<file path="config.mk">
export PLATFORM = sky130hd
export DESIGN_NAME = soft_uart_2x_oversample_core
export DESIGN_NICKNAME = d
export VERILOG_FILES = /design/src/design/su2x_pkg.sv /design/src/design/su2x_skid.sv /design/src/design/soft_uart_2x_oversample_core.sv
export SDC_FILE = /design/constraint.sdc
export NUM_CORES = 1
export LEC_CHECK = 0
export ABC_AREA = 1
export BUFFER_PORTS_ARGS = -buffer_cell sky130_fd_sc_hd__buf_2
export CAP_MARGIN = 20
export CORE_UTILIZATION = 40
export CTS_CLUSTER_SIZE = 30
export DETAILED_ROUTE_END_ITERATION = 8
export SETUP_SLACK_MARGIN = 0.1
export SLEW_MARGIN = 20
export SYNTH_ARGS = -nofsm -noshare
export SYNTH_HDL_FRONTEND = slang
export SYNTH_HIERARCHICAL = 1
export SYNTH_SLANG_ARGS = --single-unit
</file>
<file path="constraint.sdc">
create_clock -name clock -period 9.6 [get_ports clock]
set_input_delay 0 -clock clock [delete_from_list [all_inputs] [get_ports clock]]
set_output_delay 0 -clock clock [all_outputs]
set_load 0.005 [all_outputs]
</file>
<file path="src/design/su2x_pkg.sv">
// Shared types, constants and pointer helpers for the 2x-oversampled UART core.
// No dependencies; imported by su2x_skid and soft_uart_2x_oversample_core.
`timescale 1ns / 1ps
`default_nettype none

package su2x_pkg;

   localparam int RX_DEPTH = 32;
   localparam int TX_DEPTH = 32;
   localparam int RX_PTR_W = (RX_DEPTH > 1) ? $clog2(RX_DEPTH) : 1;
   localparam int TX_PTR_W = (TX_DEPTH > 1) ? $clog2(TX_DEPTH) : 1;

   localparam logic [RX_PTR_W-1:0] RX_LAST = RX_PTR_W'(RX_DEPTH - 1);
   localparam logic [TX_PTR_W-1:0] TX_LAST = TX_PTR_W'(TX_DEPTH - 1);

   localparam logic [7:0] CH_CR = 8'h0D;
   localparam logic [7:0] CH_LF = 8'h0A;

   // bit-timing phases, two ticks per bit
   localparam int PH_W = 5;
   localparam logic [PH_W-1:0] PH_IDLE      = 5'd0;
   localparam logic [PH_W-1:0] PH_START2    = 5'd1;
   localparam logic [PH_W-1:0] PH_DATA0     = 5'd2;
   localparam logic [PH_W-1:0] PH_DATA_LAST = 5'd16;
   localparam logic [PH_W-1:0] PH_STOP1     = 5'd18;
   localparam logic [PH_W-1:0] PH_STOP2     = 5'd19;

   typedef enum logic [1:0] {
      ACT_TICK  = 2'd0,
      ACT_WRITE = 2'd1,
      ACT_READ  = 2'd2,
      ACT_FLUSH = 2'd3
   } action_type;

   typedef struct packed {
      logic       tx_line;
      logic [7:0] read_byte;
      logic       read_valid;
      logic       line_irq;
      logic       tx_dropped;
      logic       sampler_active;
   } result_type;

   function automatic logic [RX_PTR_W-1:0] rx_inc(input logic [RX_PTR_W-1:0] p);
      return (p == RX_LAST) ? '0 : RX_PTR_W'(p + 1'b1);
   endfunction

   function automatic logic [TX_PTR_W-1:0] tx_inc(input logic [TX_PTR_W-1:0] p);
      return (p == TX_LAST) ? '0 : TX_PTR_W'(p + 1'b1);
   endfunction

endpackage

`default_nettype wire

</file>
<file path="src/design/su2x_skid.sv">
// Two-entry result buffer (output register plus skid stage) for the UART core.
// Depends on su2x_pkg for result_type.
`timescale 1ns / 1ps
`default_nettype none

module su2x_skid (
   input  wire                     clock,
   input  wire                     reset,
   input  wire                     in_valid,
   output logic                    in_ready,
   input  su2x_pkg::result_type    in_data,
   output logic                    out_valid,
   input  wire                     out_ready,
   output su2x_pkg::result_type    out_data
);
   import su2x_pkg::*;

   logic       out_valid_ff;
   logic       out_valid_in;
   logic       skid_valid_ff;
   logic       skid_valid_in;
   result_type out_data_ff;
   result_type out_data_in;
   result_type skid_data_ff;
   result_type skid_data_in;
   logic       take;
   logic       push;

   assign in_ready  = !skid_valid_ff;
   assign out_valid = out_valid_ff;
   assign out_data  = out_data_ff;
   assign take      = out_valid_ff && out_ready;
   assign push      = in_valid && !skid_valid_ff;

   always_comb begin
      out_valid_in  = out_valid_ff;
      skid_valid_in = skid_valid_ff;
      out_data_in   = out_data_ff;
      skid_data_in  = skid_data_ff;
      if (skid_valid_ff) begin
         if (take) begin
            out_data_in   = skid_data_ff;
            skid_valid_in = 1'b0;
         end
      end else if (push) begin
         if (!out_valid_ff || take) begin
            out_data_in  = in_data;
            out_valid_in = 1'b1;
         end else begin
            skid_data_in  = in_data;
            skid_valid_in = 1'b1;
         end
      end else if (take) begin
         out_valid_in = 1'b0;
      end
   end

   always_ff @(posedge clock) begin
      if (reset) begin
         out_valid_ff  <= 1'b0;
         skid_valid_ff <= 1'b0;
      end else begin
         out_valid_ff  <= out_valid_in;
         skid_valid_ff <= skid_valid_in;
      end
      out_data_ff  <= out_data_in;
      skid_data_ff <= skid_data_in;
   end

   a_skid_behind_out: assert property (@(posedge clock) disable iff (reset)
      skid_valid_ff |-> out_valid_ff)
      else $error("skid holds a transaction while output register is empty");

   a_skid_fill_on_stall: assert property (@(posedge clock) disable iff (reset)
      (skid_valid_ff && !$past(skid_valid_ff)) |-> $past(out_valid_ff && !out_ready))
      else $error("skid filled without a stalled output");

   a_skid_drain: assert property (@(posedge clock) disable iff (reset)
      (skid_valid_ff && out_ready) |=> !skid_valid_ff)
      else $error("skid not drained after output taken");

endmodule

`default_nettype wire

</file>
<file path="src/design/soft_uart_2x_oversample_core.sv">
// Top level of the 8N1 UART core sampled at two ticks per bit, with RX/TX rings.
// Depends on su2x_pkg and su2x_skid.
//
// Usage: each req_ transaction carries one action: a sample tick (with the
// rx pin level), a TX byte write, an RX byte read or an RX flush. Every
// accepted transaction yields exactly one rsp_ transaction giving the tx pin
// level, the read result, the line interrupt, the drop flag and whether the
// sampler is running.
// Throughput: one transaction per cycle unless stalled; each result is
// registered in the output buffer. Both rings live in single-port-write
// synchronous RAMs; the entry at each read pointer is pre-read every cycle
// with write forwarding, so a read or a transmitted bit never waits.
// Stall: a two-entry output buffer lets one more request in while a response
// waits; with both entries full req_ready drops until rsp_ready returns.
// Reset: phases, pointers and flags clear, tx line goes high, sampler idle.
// Ring contents are not cleared; no clearing pass, ready right after reset.
`timescale 1ns / 1ps
`default_nettype none

module soft_uart_2x_oversample_core (
   input  wire         clock,
   input  wire         reset,
   input  wire         req_valid,
   output logic        req_ready,
   input  wire  [1:0]  req_action,
   input  wire         req_rx_line,
   input  wire  [7:0]  req_data_byte,
   output logic        rsp_valid,
   input  wire         rsp_ready,
   output logic        rsp_tx_line,
   output logic [7:0]  rsp_read_byte,
   output logic        rsp_read_valid,
   output logic        rsp_line_irq,
   output logic        rsp_tx_dropped,
   output logic        rsp_sampler_active
);
   import su2x_pkg::*;

   logic [PH_W-1:0]     rx_phase_ff, rx_phase_in;
   logic [PH_W-1:0]     tx_phase_ff, tx_phase_in;
   logic [7:0]          rx_shift_ff, rx_shift_in;
   logic                active_ff, active_in;
   logic                line_out_ff, line_out_in;
   logic [RX_PTR_W-1:0] rx_head_ff, rx_head_in;
   logic [RX_PTR_W-1:0] rx_tail_ff, rx_tail_in;
   logic [TX_PTR_W-1:0] tx_head_ff, tx_head_in;
   logic [TX_PTR_W-1:0] tx_tail_ff, tx_tail_in;

   logic [7:0]          rx_mem [RX_DEPTH];
   logic [7:0]          tx_mem [TX_DEPTH];
   logic [7:0]          rx_q_ff;
   logic [7:0]          tx_q_ff;
   // marks TX slots that hold the CR appended after an LF
   logic [TX_DEPTH-1:0] tx_cr_ff;

   logic                accept;
   logic                run;
   logic                rx_we;
   logic                tx_we;
   logic                cr_set;
   logic                enq_req;
   logic [7:0]          enq_byte;
   logic [7:0]          echo_byte;
   logic [7:0]          tx_byte;
   logic [2:0]          tx_bit_idx;
   logic [TX_PTR_W-1:0] tx_nxt1;
   logic [TX_PTR_W-1:0] tx_nxt2;
   result_type          res;
   result_type          rsp_data;

   assign accept     = req_valid && req_ready;
   assign echo_byte  = (rx_shift_ff == CH_CR) ? CH_LF : rx_shift_ff;
   assign tx_byte    = tx_cr_ff[tx_tail_ff] ? CH_CR : tx_q_ff;
   assign tx_bit_idx = tx_phase_ff[3:1] - 3'd1;
   assign tx_nxt1    = tx_inc(tx_head_ff);
   assign tx_nxt2    = tx_inc(tx_nxt1);

   always_comb begin
      rx_phase_in = rx_phase_ff;
      tx_phase_in = tx_phase_ff;
      rx_shift_in = rx_shift_ff;
      active_in   = active_ff;
      line_out_in = line_out_ff;
      rx_head_in  = rx_head_ff;
      rx_tail_in  = rx_tail_ff;
      tx_head_in  = tx_head_ff;
      tx_tail_in  = tx_tail_ff;
      run         = 1'b0;
      rx_we       = 1'b0;
      tx_we       = 1'b0;
      cr_set      = 1'b0;
      enq_req     = 1'b0;
      enq_byte    = req_data_byte;
      res         = '0;

      if (accept) begin
         case (req_action)
            ACT_TICK: begin
               run = active_ff || !req_rx_line;
            end
            ACT_WRITE: begin
               enq_req = 1'b1;
            end
            ACT_READ: begin
               if (rx_head_ff != rx_tail_ff) begin
                  res.read_byte  = rx_q_ff;
                  res.read_valid = 1'b1;
                  rx_tail_in     = rx_inc(rx_tail_ff);
               end
            end
            ACT_FLUSH: begin
               rx_head_in = '0;
               rx_tail_in = '0;
            end
            default: ;
         endcase
      end

      // receiver
      if (run) begin
         if (rx_phase_ff == PH_IDLE) begin
            if (!req_rx_line) begin
               rx_phase_in = PH_START2;
               rx_shift_in = '0;
            end
         end else if (rx_phase_ff == PH_START2) begin
            rx_phase_in = req_rx_line ? PH_IDLE : PH_DATA0;
         end else if (rx_phase_ff <= PH_DATA_LAST && !rx_phase_ff[0]) begin
            rx_shift_in = {req_rx_line, rx_shift_ff[7:1]};
            rx_phase_in = rx_phase_ff + 5'd1;
         end else if (rx_phase_ff == PH_STOP2) begin
            rx_shift_in  = echo_byte;
            rx_we        = 1'b1;
            rx_head_in   = rx_inc(rx_head_ff);
            enq_req      = 1'b1;
            enq_byte     = echo_byte;
            res.line_irq = (echo_byte == CH_LF);
            rx_phase_in  = PH_IDLE;
         end else begin
            rx_phase_in = rx_phase_ff + 5'd1;
         end
      end

      // TX enqueue; an LF takes a second slot for the CR
      if (enq_req) begin
         if (tx_nxt1 == tx_tail_ff) begin
            res.tx_dropped = 1'b1;
         end else begin
            tx_we      = 1'b1;
            tx_head_in = tx_nxt1;
            if (enq_byte == CH_LF) begin
               if (tx_nxt2 == tx_tail_ff) begin
                  res.tx_dropped = 1'b1;
               end else begin
                  cr_set     = 1'b1;
                  tx_head_in = tx_nxt2;
               end
            end
         end
      end

      // transmitter, sees the ring after this tick's echo
      if (run) begin
         if (tx_phase_ff == PH_IDLE) begin
            if (tx_head_in != tx_tail_ff) begin
               line_out_in = 1'b0;
               tx_phase_in = PH_START2;
            end
         end else if (tx_phase_ff >= PH_DATA0 && tx_phase_ff <= PH_DATA_LAST
                      && !tx_phase_ff[0]) begin
            line_out_in = tx_byte[tx_bit_idx];
            tx_phase_in = tx_phase_ff + 5'd1;
         end else if (tx_phase_ff == PH_STOP1) begin
            line_out_in = 1'b1;
            tx_phase_in = PH_STOP2;
         end else if (tx_phase_ff == PH_STOP2) begin
            tx_tail_in  = tx_inc(tx_tail_ff);
            tx_phase_in = PH_IDLE;
         end else begin
            tx_phase_in = tx_phase_ff + 5'd1;
         end
         active_in = !(rx_phase_in == PH_IDLE && tx_phase_in == PH_IDLE
                       && tx_head_in == tx_tail_in);
      end

      res.tx_line        = line_out_in;
      res.sampler_active = active_in;
   end

   always_ff @(posedge clock) begin
      if (reset) begin
         rx_phase_ff <= PH_IDLE;
         tx_phase_ff <= PH_IDLE;
         rx_shift_ff <= '0;
         active_ff   <= 1'b0;
         line_out_ff <= 1'b1;
         rx_head_ff  <= '0;
         rx_tail_ff  <= '0;
         tx_head_ff  <= '0;
         tx_tail_ff  <= '0;
      end else begin
         rx_phase_ff <= rx_phase_in;
         tx_phase_ff <= tx_phase_in;
         rx_shift_ff <= rx_shift_in;
         active_ff   <= active_in;
         line_out_ff <= line_out_in;
         rx_head_ff  <= rx_head_in;
         rx_tail_ff  <= rx_tail_in;
         tx_head_ff  <= tx_head_in;
         tx_tail_ff  <= tx_tail_in;
      end
   end

   // RX ring: write at head, pre-read entry at next tail with forwarding
   always_ff @(posedge clock) begin
      if (rx_we) begin
         rx_mem[rx_head_ff] <= echo_byte;
      end
      if (rx_we && rx_head_ff == rx_tail_in) begin
         rx_q_ff <= echo_byte;
      end else begin
         rx_q_ff <= rx_mem[rx_tail_in];
      end
   end

   // TX ring: same scheme; CR slots live in tx_cr_ff instead of the RAM
   always_ff @(posedge clock) begin
      if (tx_we) begin
         tx_mem[tx_head_ff]   <= enq_byte;
         tx_cr_ff[tx_head_ff] <= 1'b0;
      end
      if (cr_set) begin
         tx_cr_ff[tx_nxt1] <= 1'b1;
      end
      if (tx_we && tx_head_ff == tx_tail_in) begin
         tx_q_ff <= enq_byte;
      end else begin
         tx_q_ff <= tx_mem[tx_tail_in];
      end
   end

   su2x_skid u_skid (
      .clock     (clock),
      .reset     (reset),
      .in_valid  (req_valid),
      .in_ready  (req_ready),
      .in_data   (res),
      .out_valid (rsp_valid),
      .out_ready (rsp_ready),
      .out_data  (rsp_data)
   );

   assign rsp_tx_line        = rsp_data.tx_line;
   assign rsp_read_byte      = rsp_data.read_byte;
   assign rsp_read_valid     = rsp_data.read_valid;
   assign rsp_line_irq       = rsp_data.line_irq;
   assign rsp_tx_dropped     = rsp_data.tx_dropped;
   assign rsp_sampler_active = rsp_data.sampler_active;

   a_idle_phases: assert property (@(posedge clock) disable iff (reset)
      !active_ff |-> (rx_phase_ff == PH_IDLE && tx_phase_ff == PH_IDLE))
      else $error("sampler idle with a machine mid-frame");

   a_line_low_in_frame: assert property (@(posedge clock) disable iff (reset)
      !line_out_ff |-> (tx_phase_ff != PH_IDLE))
      else $error("tx line low outside a frame");

   a_rx_phase_range: assert property (@(posedge clock) disable iff (reset)
      rx_phase_ff <= PH_STOP2)
      else $error("rx phase out of range");

endmodule

`default_nettype wire

</file>
==> run_results.csv, run 1 <==
group,metric,value,unit
clocking,clockBufferDepth,3,
critical_path,critPathMaxFanout,25,
logic_synthesis,synth_edf_count,538,
grt,overflow,0,
logic_synthesis,synth-main-ff-cell,"edfxtp_1",
timing,timing.final.crit_period,4782,ps
timing,max_slew_margin,32.54,%
logic_synthesis,yosys_warnings,6,
grt,grtUsageTotal,19.73,%
logic_synthesis,ys_seq_area_share,67.12,%
placement,dpl.hpwl,42250,um
timing,fin_setup_tns,0,ps
grt,gr-usage-met1,29.01,%
timing,final_hold_viol_count,0,
die,initial_utilization,40.42,%
min_path,hold_path_class,"input pin to flop",
critical_path,cp.required,9870,ps
route,drt_wl_total,67260,um
clocking,clock-root-buffer,"clkbuf_16",
logic_synthesis,ys_ff_latch,622,
clocking,tritoncts,"yes",
timing,finalCritPeriodShare,49.81,%
timing,rsz0062_at_grt,"no",
route,vias,18032,
timing,worst_slew_pin_slew,1005,ps
critical_path,arrival,5050,ps
clocking,clkSinkCount,622,
clocking,clk_pin_slew_worst_paths,70,ps
route,drt_iter0_markers,1965,
grt,top_usage_layer,"met2",
die,io_pins,30,
logic_synthesis,synthTopCellsByArea,"edfxtp_1, dfxtp_1, o21ai_0",
die,dieHeight,259.8,um
power_and_ir_drop,power_leakage,0.009672,uW
grt,use_met3,3.294,%
die,die-area,67470,sq um
layout,antenna_cells,0,
route,drt.antenna.violating_nets,0,
route,dr.pass1.iters,6,
logic_synthesis,syn_nets,2346,
route,drc_errors,0,
placement,dp_cells,3088,
layout,drive_gt1_share,9.017,%
layout,final_cell_mix,"edfxtp_1, nor2_1, o21ai_0",
timing,fin_skew,28.88,ps
clocking,clk-insertion-delay-late,630,ps
layout,fillers,5877,
grt,grt_pass1_vias,17297,
critical_path,crit_path_start,"u_skid/skid_valid_ff",
layout,syn_to_final_growth,11.36,%
critical_path,timing.rr.start,"u_skid/skid_valid_ff",
logic_synthesis,syn-cell-area,26580,sq um
placement,portBuffers,29,
timing,finalSetupViolCount,0,
power_and_ir_drop,power.density,186.4,nW/um^2
clocking,numCtsBuffers,61,
logic_synthesis,syn_area_per_cell,11.53,sq um
logic_synthesis,synth_cell_types,48,
grt,grt_max_degree,99,
die,rows,94,
critical_path,crit_type,"flop to flop",
logic_synthesis,synth_top_area_cell,"edfxtp_1",
layout,final_common_cell,"edfxtp_1",
route,viasPerCell,5.609,
clocking,htreeDepth,2,
layout,nets,2339,
placement,place_congestion,0.9336,
die,die_w,259.8,um
die,core,65750,sq um
logic_synthesis,ys_async_sr_fraction,0,%
timing,drv_slew,0,
logic_synthesis,netlist_instances,2305,
critical_path,start_kind,"flop",
job,maxCapViolCount,0,
grt,antenna_found_initial,2,
grt,met2_usage,29.74,%
outcome,outcome,"finished, final reports clean",
critical_path,endpoint_kind,"flop",
route,wl_per_cell,20.92,um
grt,grt_pass1_wl,102100,um
timing,fmax,0.2091,GHz
logic_synthesis,synth_top_area_share,60.79,%
layout,fin_cells,3215,
power_and_ir_drop,ir_worst_vdd,134.4,uV
min_path,hold_start,"req_data_byte[3]",
[sequential cells by signal (all words and copies together) (netlist names), named ones only]
name and flops:
u_skid/out_data 13, u_skid/out_valid 1, rx_tail_ff 5, tx_cr_ff 32, u_skid/skid_data_ff 13, tx_tail_ff 5, tx_mem 256, tx_head_ff 5
u_skid/skid_valid_ff 1, rx_head_ff 5, line_out_ff 1, tx_phase_ff 5, rx_phase_ff 5, rx_shift_ff 8, active_ff 1, rx_mem 256
[synthesized netlist by cell type (all sizes together), types with 17 or more instances]
cell type and instances:
edfxtp 538, nor2 378, o21ai 309, nand2 239, inv 119, nand3 118
clkbuf 108, dfxtp 84, o221ai 71, o22ai 61, mux2i 50, a21oi 38
o211ai 28, ha 26, buf 25, nand4 17
[where the power goes]
| part | internal, uW | switching, uW |
|---|---|---|
| Sequential | 2940 | 8.77 |
| Clock | 1400 | 1020 |
| Combinational | 41.1 | 114 |
| Total | 4380 | 1140 |
[worst max-delay path: stages (launching register included)]
cell	delay (ps)
dfxtp_1	520
inv_8	210
nand2_1	90
inv_1	130
nand3_4	300
inv_2	270
nand3_2	140
inv_1	170
nor2_1	120
nor2_1	620
inv_1	470
nor2_1	240
inv_1	430
nor2_1	680
[cell type report]
type	instances	area (sq um)	share of cell area [%]
inverter	125	479.2	1.619
timing repair buffer	63	427.9	1.446
sequential	622	17850	60.32
tap	864	1081	3.653
clock buffer	78	1642	5.547
multi-input combinational	1425	7716	26.07
clock inverter	38	397.9	1.344
[worst paths after layout]
kind,slack (ps),end,cells after the start
worst max register to register,4820,tx_mem[13][6],13
worst min register to register,480,tx_cr_ff[19],2
worst min-delay path,90,tx_mem[22][3],4
worst max-delay path,4820,tx_mem[13][6],13
[metal layers]
layer / part of all wire, % / routed length [um]
met3: 7.3 / 4882
met4: 2.5 / 1660
met1: 46 / 30750
met2: 45 / 29960
met5: 0.019 / 13
[kinds of logic after synthesis]
| family | after synthesis | share of synthesized area (%) |
|---|---|---|
| AOI/OAI and AO/OA | 554 | 12.55 |
| xor gates and xnor gates | 19 | 0.6262 |
| adders and majority gates | 26 | 1.224 |
| buffers and inverters | 258 | 3.879 |
| DFF | 622 | 67.12 |
| muxes | 50 | 1.883 |
| and+or+nand+nor | 776 | 12.72 |
[per-stage QoR]
stage / worst slack [ps] / cell area [sq um] / hold WS (ps) / utilization, % / total power [uW]
3_3_place_gp: 5013 / 27440 / 330.6 / 41.73 / 3152
3_5_place_dp: 4873 / 27440 / 336.5 / 41.73 / 3153
6_report: 4818 / 29590 / 86.04 / 45.01 / 5516
5_1_grt: 4448 / 29590 / 109.1 / 45.01 / 5667
4_1_cts: 4862 / 29590 / 56.81 / 45.00 / 5548
2_1_floorplan: 6060 / 26580 / 62.44 / - / 3094
[timing repair]
| item | CTS | global route |
|---|---|---|
| resized for setup | 0 | 0 |
| hold endpoints to repair | 32 | 0 |
| buffers inserted | 0 | 0 |
| hold buffers | 11 | 0 |
Power figures use the tool's default switching activity.
==> run 2, diff against run 1 <==
==> constraint.sdc (replaced) <==
create_clock -name clock -period 3.85 [get_ports clock]
set_input_delay 0 -clock clock [delete_from_list [all_inputs] [get_ports clock]]
set_output_delay 0 -clock clock [all_outputs]
set_load 0.005 [all_outputs]
==> run 2 against run 1 <==
Effect of this change:
- sequential share of layout area decreased by 1.2 points
- power increased by 140%
- final cell count increased by 2.4%
- die area unchanged
- count of clock-buffer cells in the layout decreased by 5
- via count increased by 2.0%
- clock power increased by 130%
==> run_results.csv, run 2 (synthesis results as in run 1) <==
group,metric,value,unit
die,rows,94,
power_and_ir_drop,p_sw_share,21.21,%
die,io_pins,30,
clocking,tritoncts,"yes",
timing,finalCritPeriodShare,92.90,%
grt,grtUsageTotal,19.95,%
clocking,clockBufferDepth,3,
die,initial_utilization,40.42,%
layout,fillers,5862,
layout,seqCellArea,17850,sq um
grt,grt_pass1_vias,17261,
clocking,htreeDepth,2,
route,viasPerCell,5.588,
route,wl_per_cell,20.61,um
route,drt_wl_total,67860,um
critical_path,timing.rr.start,"tx_head_ff[0]",
timing,fin_setup_tns,0,ps
timing,timing.final.crit_period,3577,ps
outcome,outcome,"finished, final reports clean",
placement,portBuffers,29,
power_and_ir_drop,p_total,13310,uW
clocking,clk_pin_slew_worst_paths,60,ps
timing,fin_skew,21.28,ps
critical_path,rrSetupSlack,270,ps
power_and_ir_drop,ir_worst_vdd,387.0,uV
critical_path,cpPeakStageDelay,310,ps
power_and_ir_drop,power_leakage,0.01004,uW
die,die_w,259.8,um
layout,nets,2423,
placement,placed_area,28040,sq um
critical_path,crit_cells,27,
timing,fmax,0.2796,GHz
min_path,worst_hold_path.num_cells,4,
layout,antenna_cells,0,
layout,multi_input_area,7804,sq um
timing,rsz0062_at_grt,"yes",
layout,reg.largest.list,"rx_mem x256, tx_mem x256, tx_cr_ff x32",
route,drt.antenna.violating_nets,0,
critical_path,crit_type,"flop to flop",
grt,antenna_found_initial,1,
power_and_ir_drop,p_sw,2823,uW
min_path,hold_start,"req_data_byte[1]",
placement,dpl.hpwl,43020,um
power_and_ir_drop,p_int,10490,uW
route,dr.pass1.iters,5,
critical_path,path_common_cell,"nand2_1",
critical_path,path_buf_inv,4,
power_and_ir_drop,comb_power_share,3.1,%
placement,place_congestion,0.8866,
grt,overflow,0,
timing,max_slew_margin,25.83,%
clocking,clkSinkCount,622,
critical_path,cp.required,4240,ps
critical_path,crit_family,"simple AND/OR/NAND/NOR gates",
timing,drv_slew,0,
clocking,numCtsBuffers,60,
layout,final_common_cell,"edfxtp_1",
layout,stdcell_area,30170,sq um
critical_path,crit_path_top_delay_cell,"dfxtp_1",
critical_path,start_kind,"flop",
power_and_ir_drop,seqPwrFrac,55.1,%
timing,finalSetupViolCount,0,
critical_path,arrival,3970,ps
power_and_ir_drop,power.density,441.2,nW/um^2
min_path,hold_path_class,"input pin to flop",
critical_path,reg2reg_to,"u_skid/out_data[0]",
die,core,65750,sq um
route,vias,18395,
grt,grt_pass1_wl,103600,um
critical_path,crit_path_start,"tx_head_ff[0]",
layout,drive_gt1_share,12.85,%
die,dieHeight,259.8,um
timing,final_hold_viol_count,0,
critical_path,cp-endpoint,"u_skid/out_data[0]",
timing,worst_slew_pin_slew,1113,ps
layout,final_cell_mix,"edfxtp_1, nor2_1, o21ai_0",
route,drt_iter0_markers,1905,
die,die-area,67470,sq um
critical_path,endpoint_kind,"flop",
layout,syn_to_final_growth,13.53,%
layout,utilization,45.89,%
clocking,clock-root-buffer,"clkbuf_16",
critical_path,rr_worst_depth,27,
clocking,clk-insertion-delay-late,640,ps
job,maxCapViolCount,0,
route,drc_errors,0,
critical_path,critPathMaxFanout,8,
grt,grt_max_degree,129,
power_and_ir_drop,pwr-share-clk,41.8,%
-- run 2: cell types whose count changed in the layout (fill, tap and decap cells not counted), moves of 6 or more --
| cell | previous run | this run |
|---|---|---|
| nor2_1 | 365 | 359 |
| nand2_1 | 221 | 215 |
| nand2_2 | 16 | 22 |
| buf_4 | 23 | 102 |
-- run 2: worst min-delay path: stages --
cell	delay, ps
buf_2	130
nand2_1	70
nand2_1	70
buf_4	230
-- run 2: power by group through the flow --
stage / clock, uW / combinational [uW] / sequential [uW]
after floorplan: 0 / 234 / 7480
after global placement: 0 / 379 / 7480
after detailed placement: 0 / 383 / 7480
after CTS: 5670 / 393 / 7330
after global routing: 5910 / 453 / 7330
final: 5570 / 411 / 7330
-- run 2: cell type report --
type,instances,area share [%]
Clock buffer,73,5.242
Clock inverter,35,0.8377
Inverter,125,1.609
Multi-Input combinational cell,1426,25.87
Sequential cell,622,59.16
Tap cell,864,3.583
Timing Repair Buffer,147,3.699
-- run 2: through the flow --
stage | std cells | setup slack, ps | hold WS [ps]
floorplan | 2305 | 310.0 | 62.44
global placement | 3163 | 121.0 | 317.2
detailed placement | 3163 | 59.26 | 356.5
CTS | 3284 | 120.3 | 80.36
global route | 3292 | -33.11 | 123.8
finish | 3292 | 273.2 | 90.10
-- run 2: timing repair --
action,in CTS,in global routing
hold buffers,11,0
pin swaps,1,13
gates cloned,0,1
gates resized for setup,2,26
hold endpoints to repair,37,0
endpoints found under the setup margin,1,88
buffers inserted,2,6
-- run 2: how the worst min path moves through the flow --
stage                                 endpoint  slack (ps)
final                            tx_mem[24][1]          90
after global routing             tx_mem[27][1]         120
after CTS                        tx_mem[24][1]          80
after detailed placement      u_skid/out_valid         360
after global placement    u_skid/skid_valid_ff         320
after floorplan           u_skid/skid_valid_ff          60
-- run 2: routing by layer --
layer	part of all wire, %	vias to the layer above	global-route usage (%)
li1	-	8544	-
met5	0	-	0
met3	7.0	114	3.012
met2	45	670	29.90
met1	45	9067	29.58
met4	2.8	0	6.422
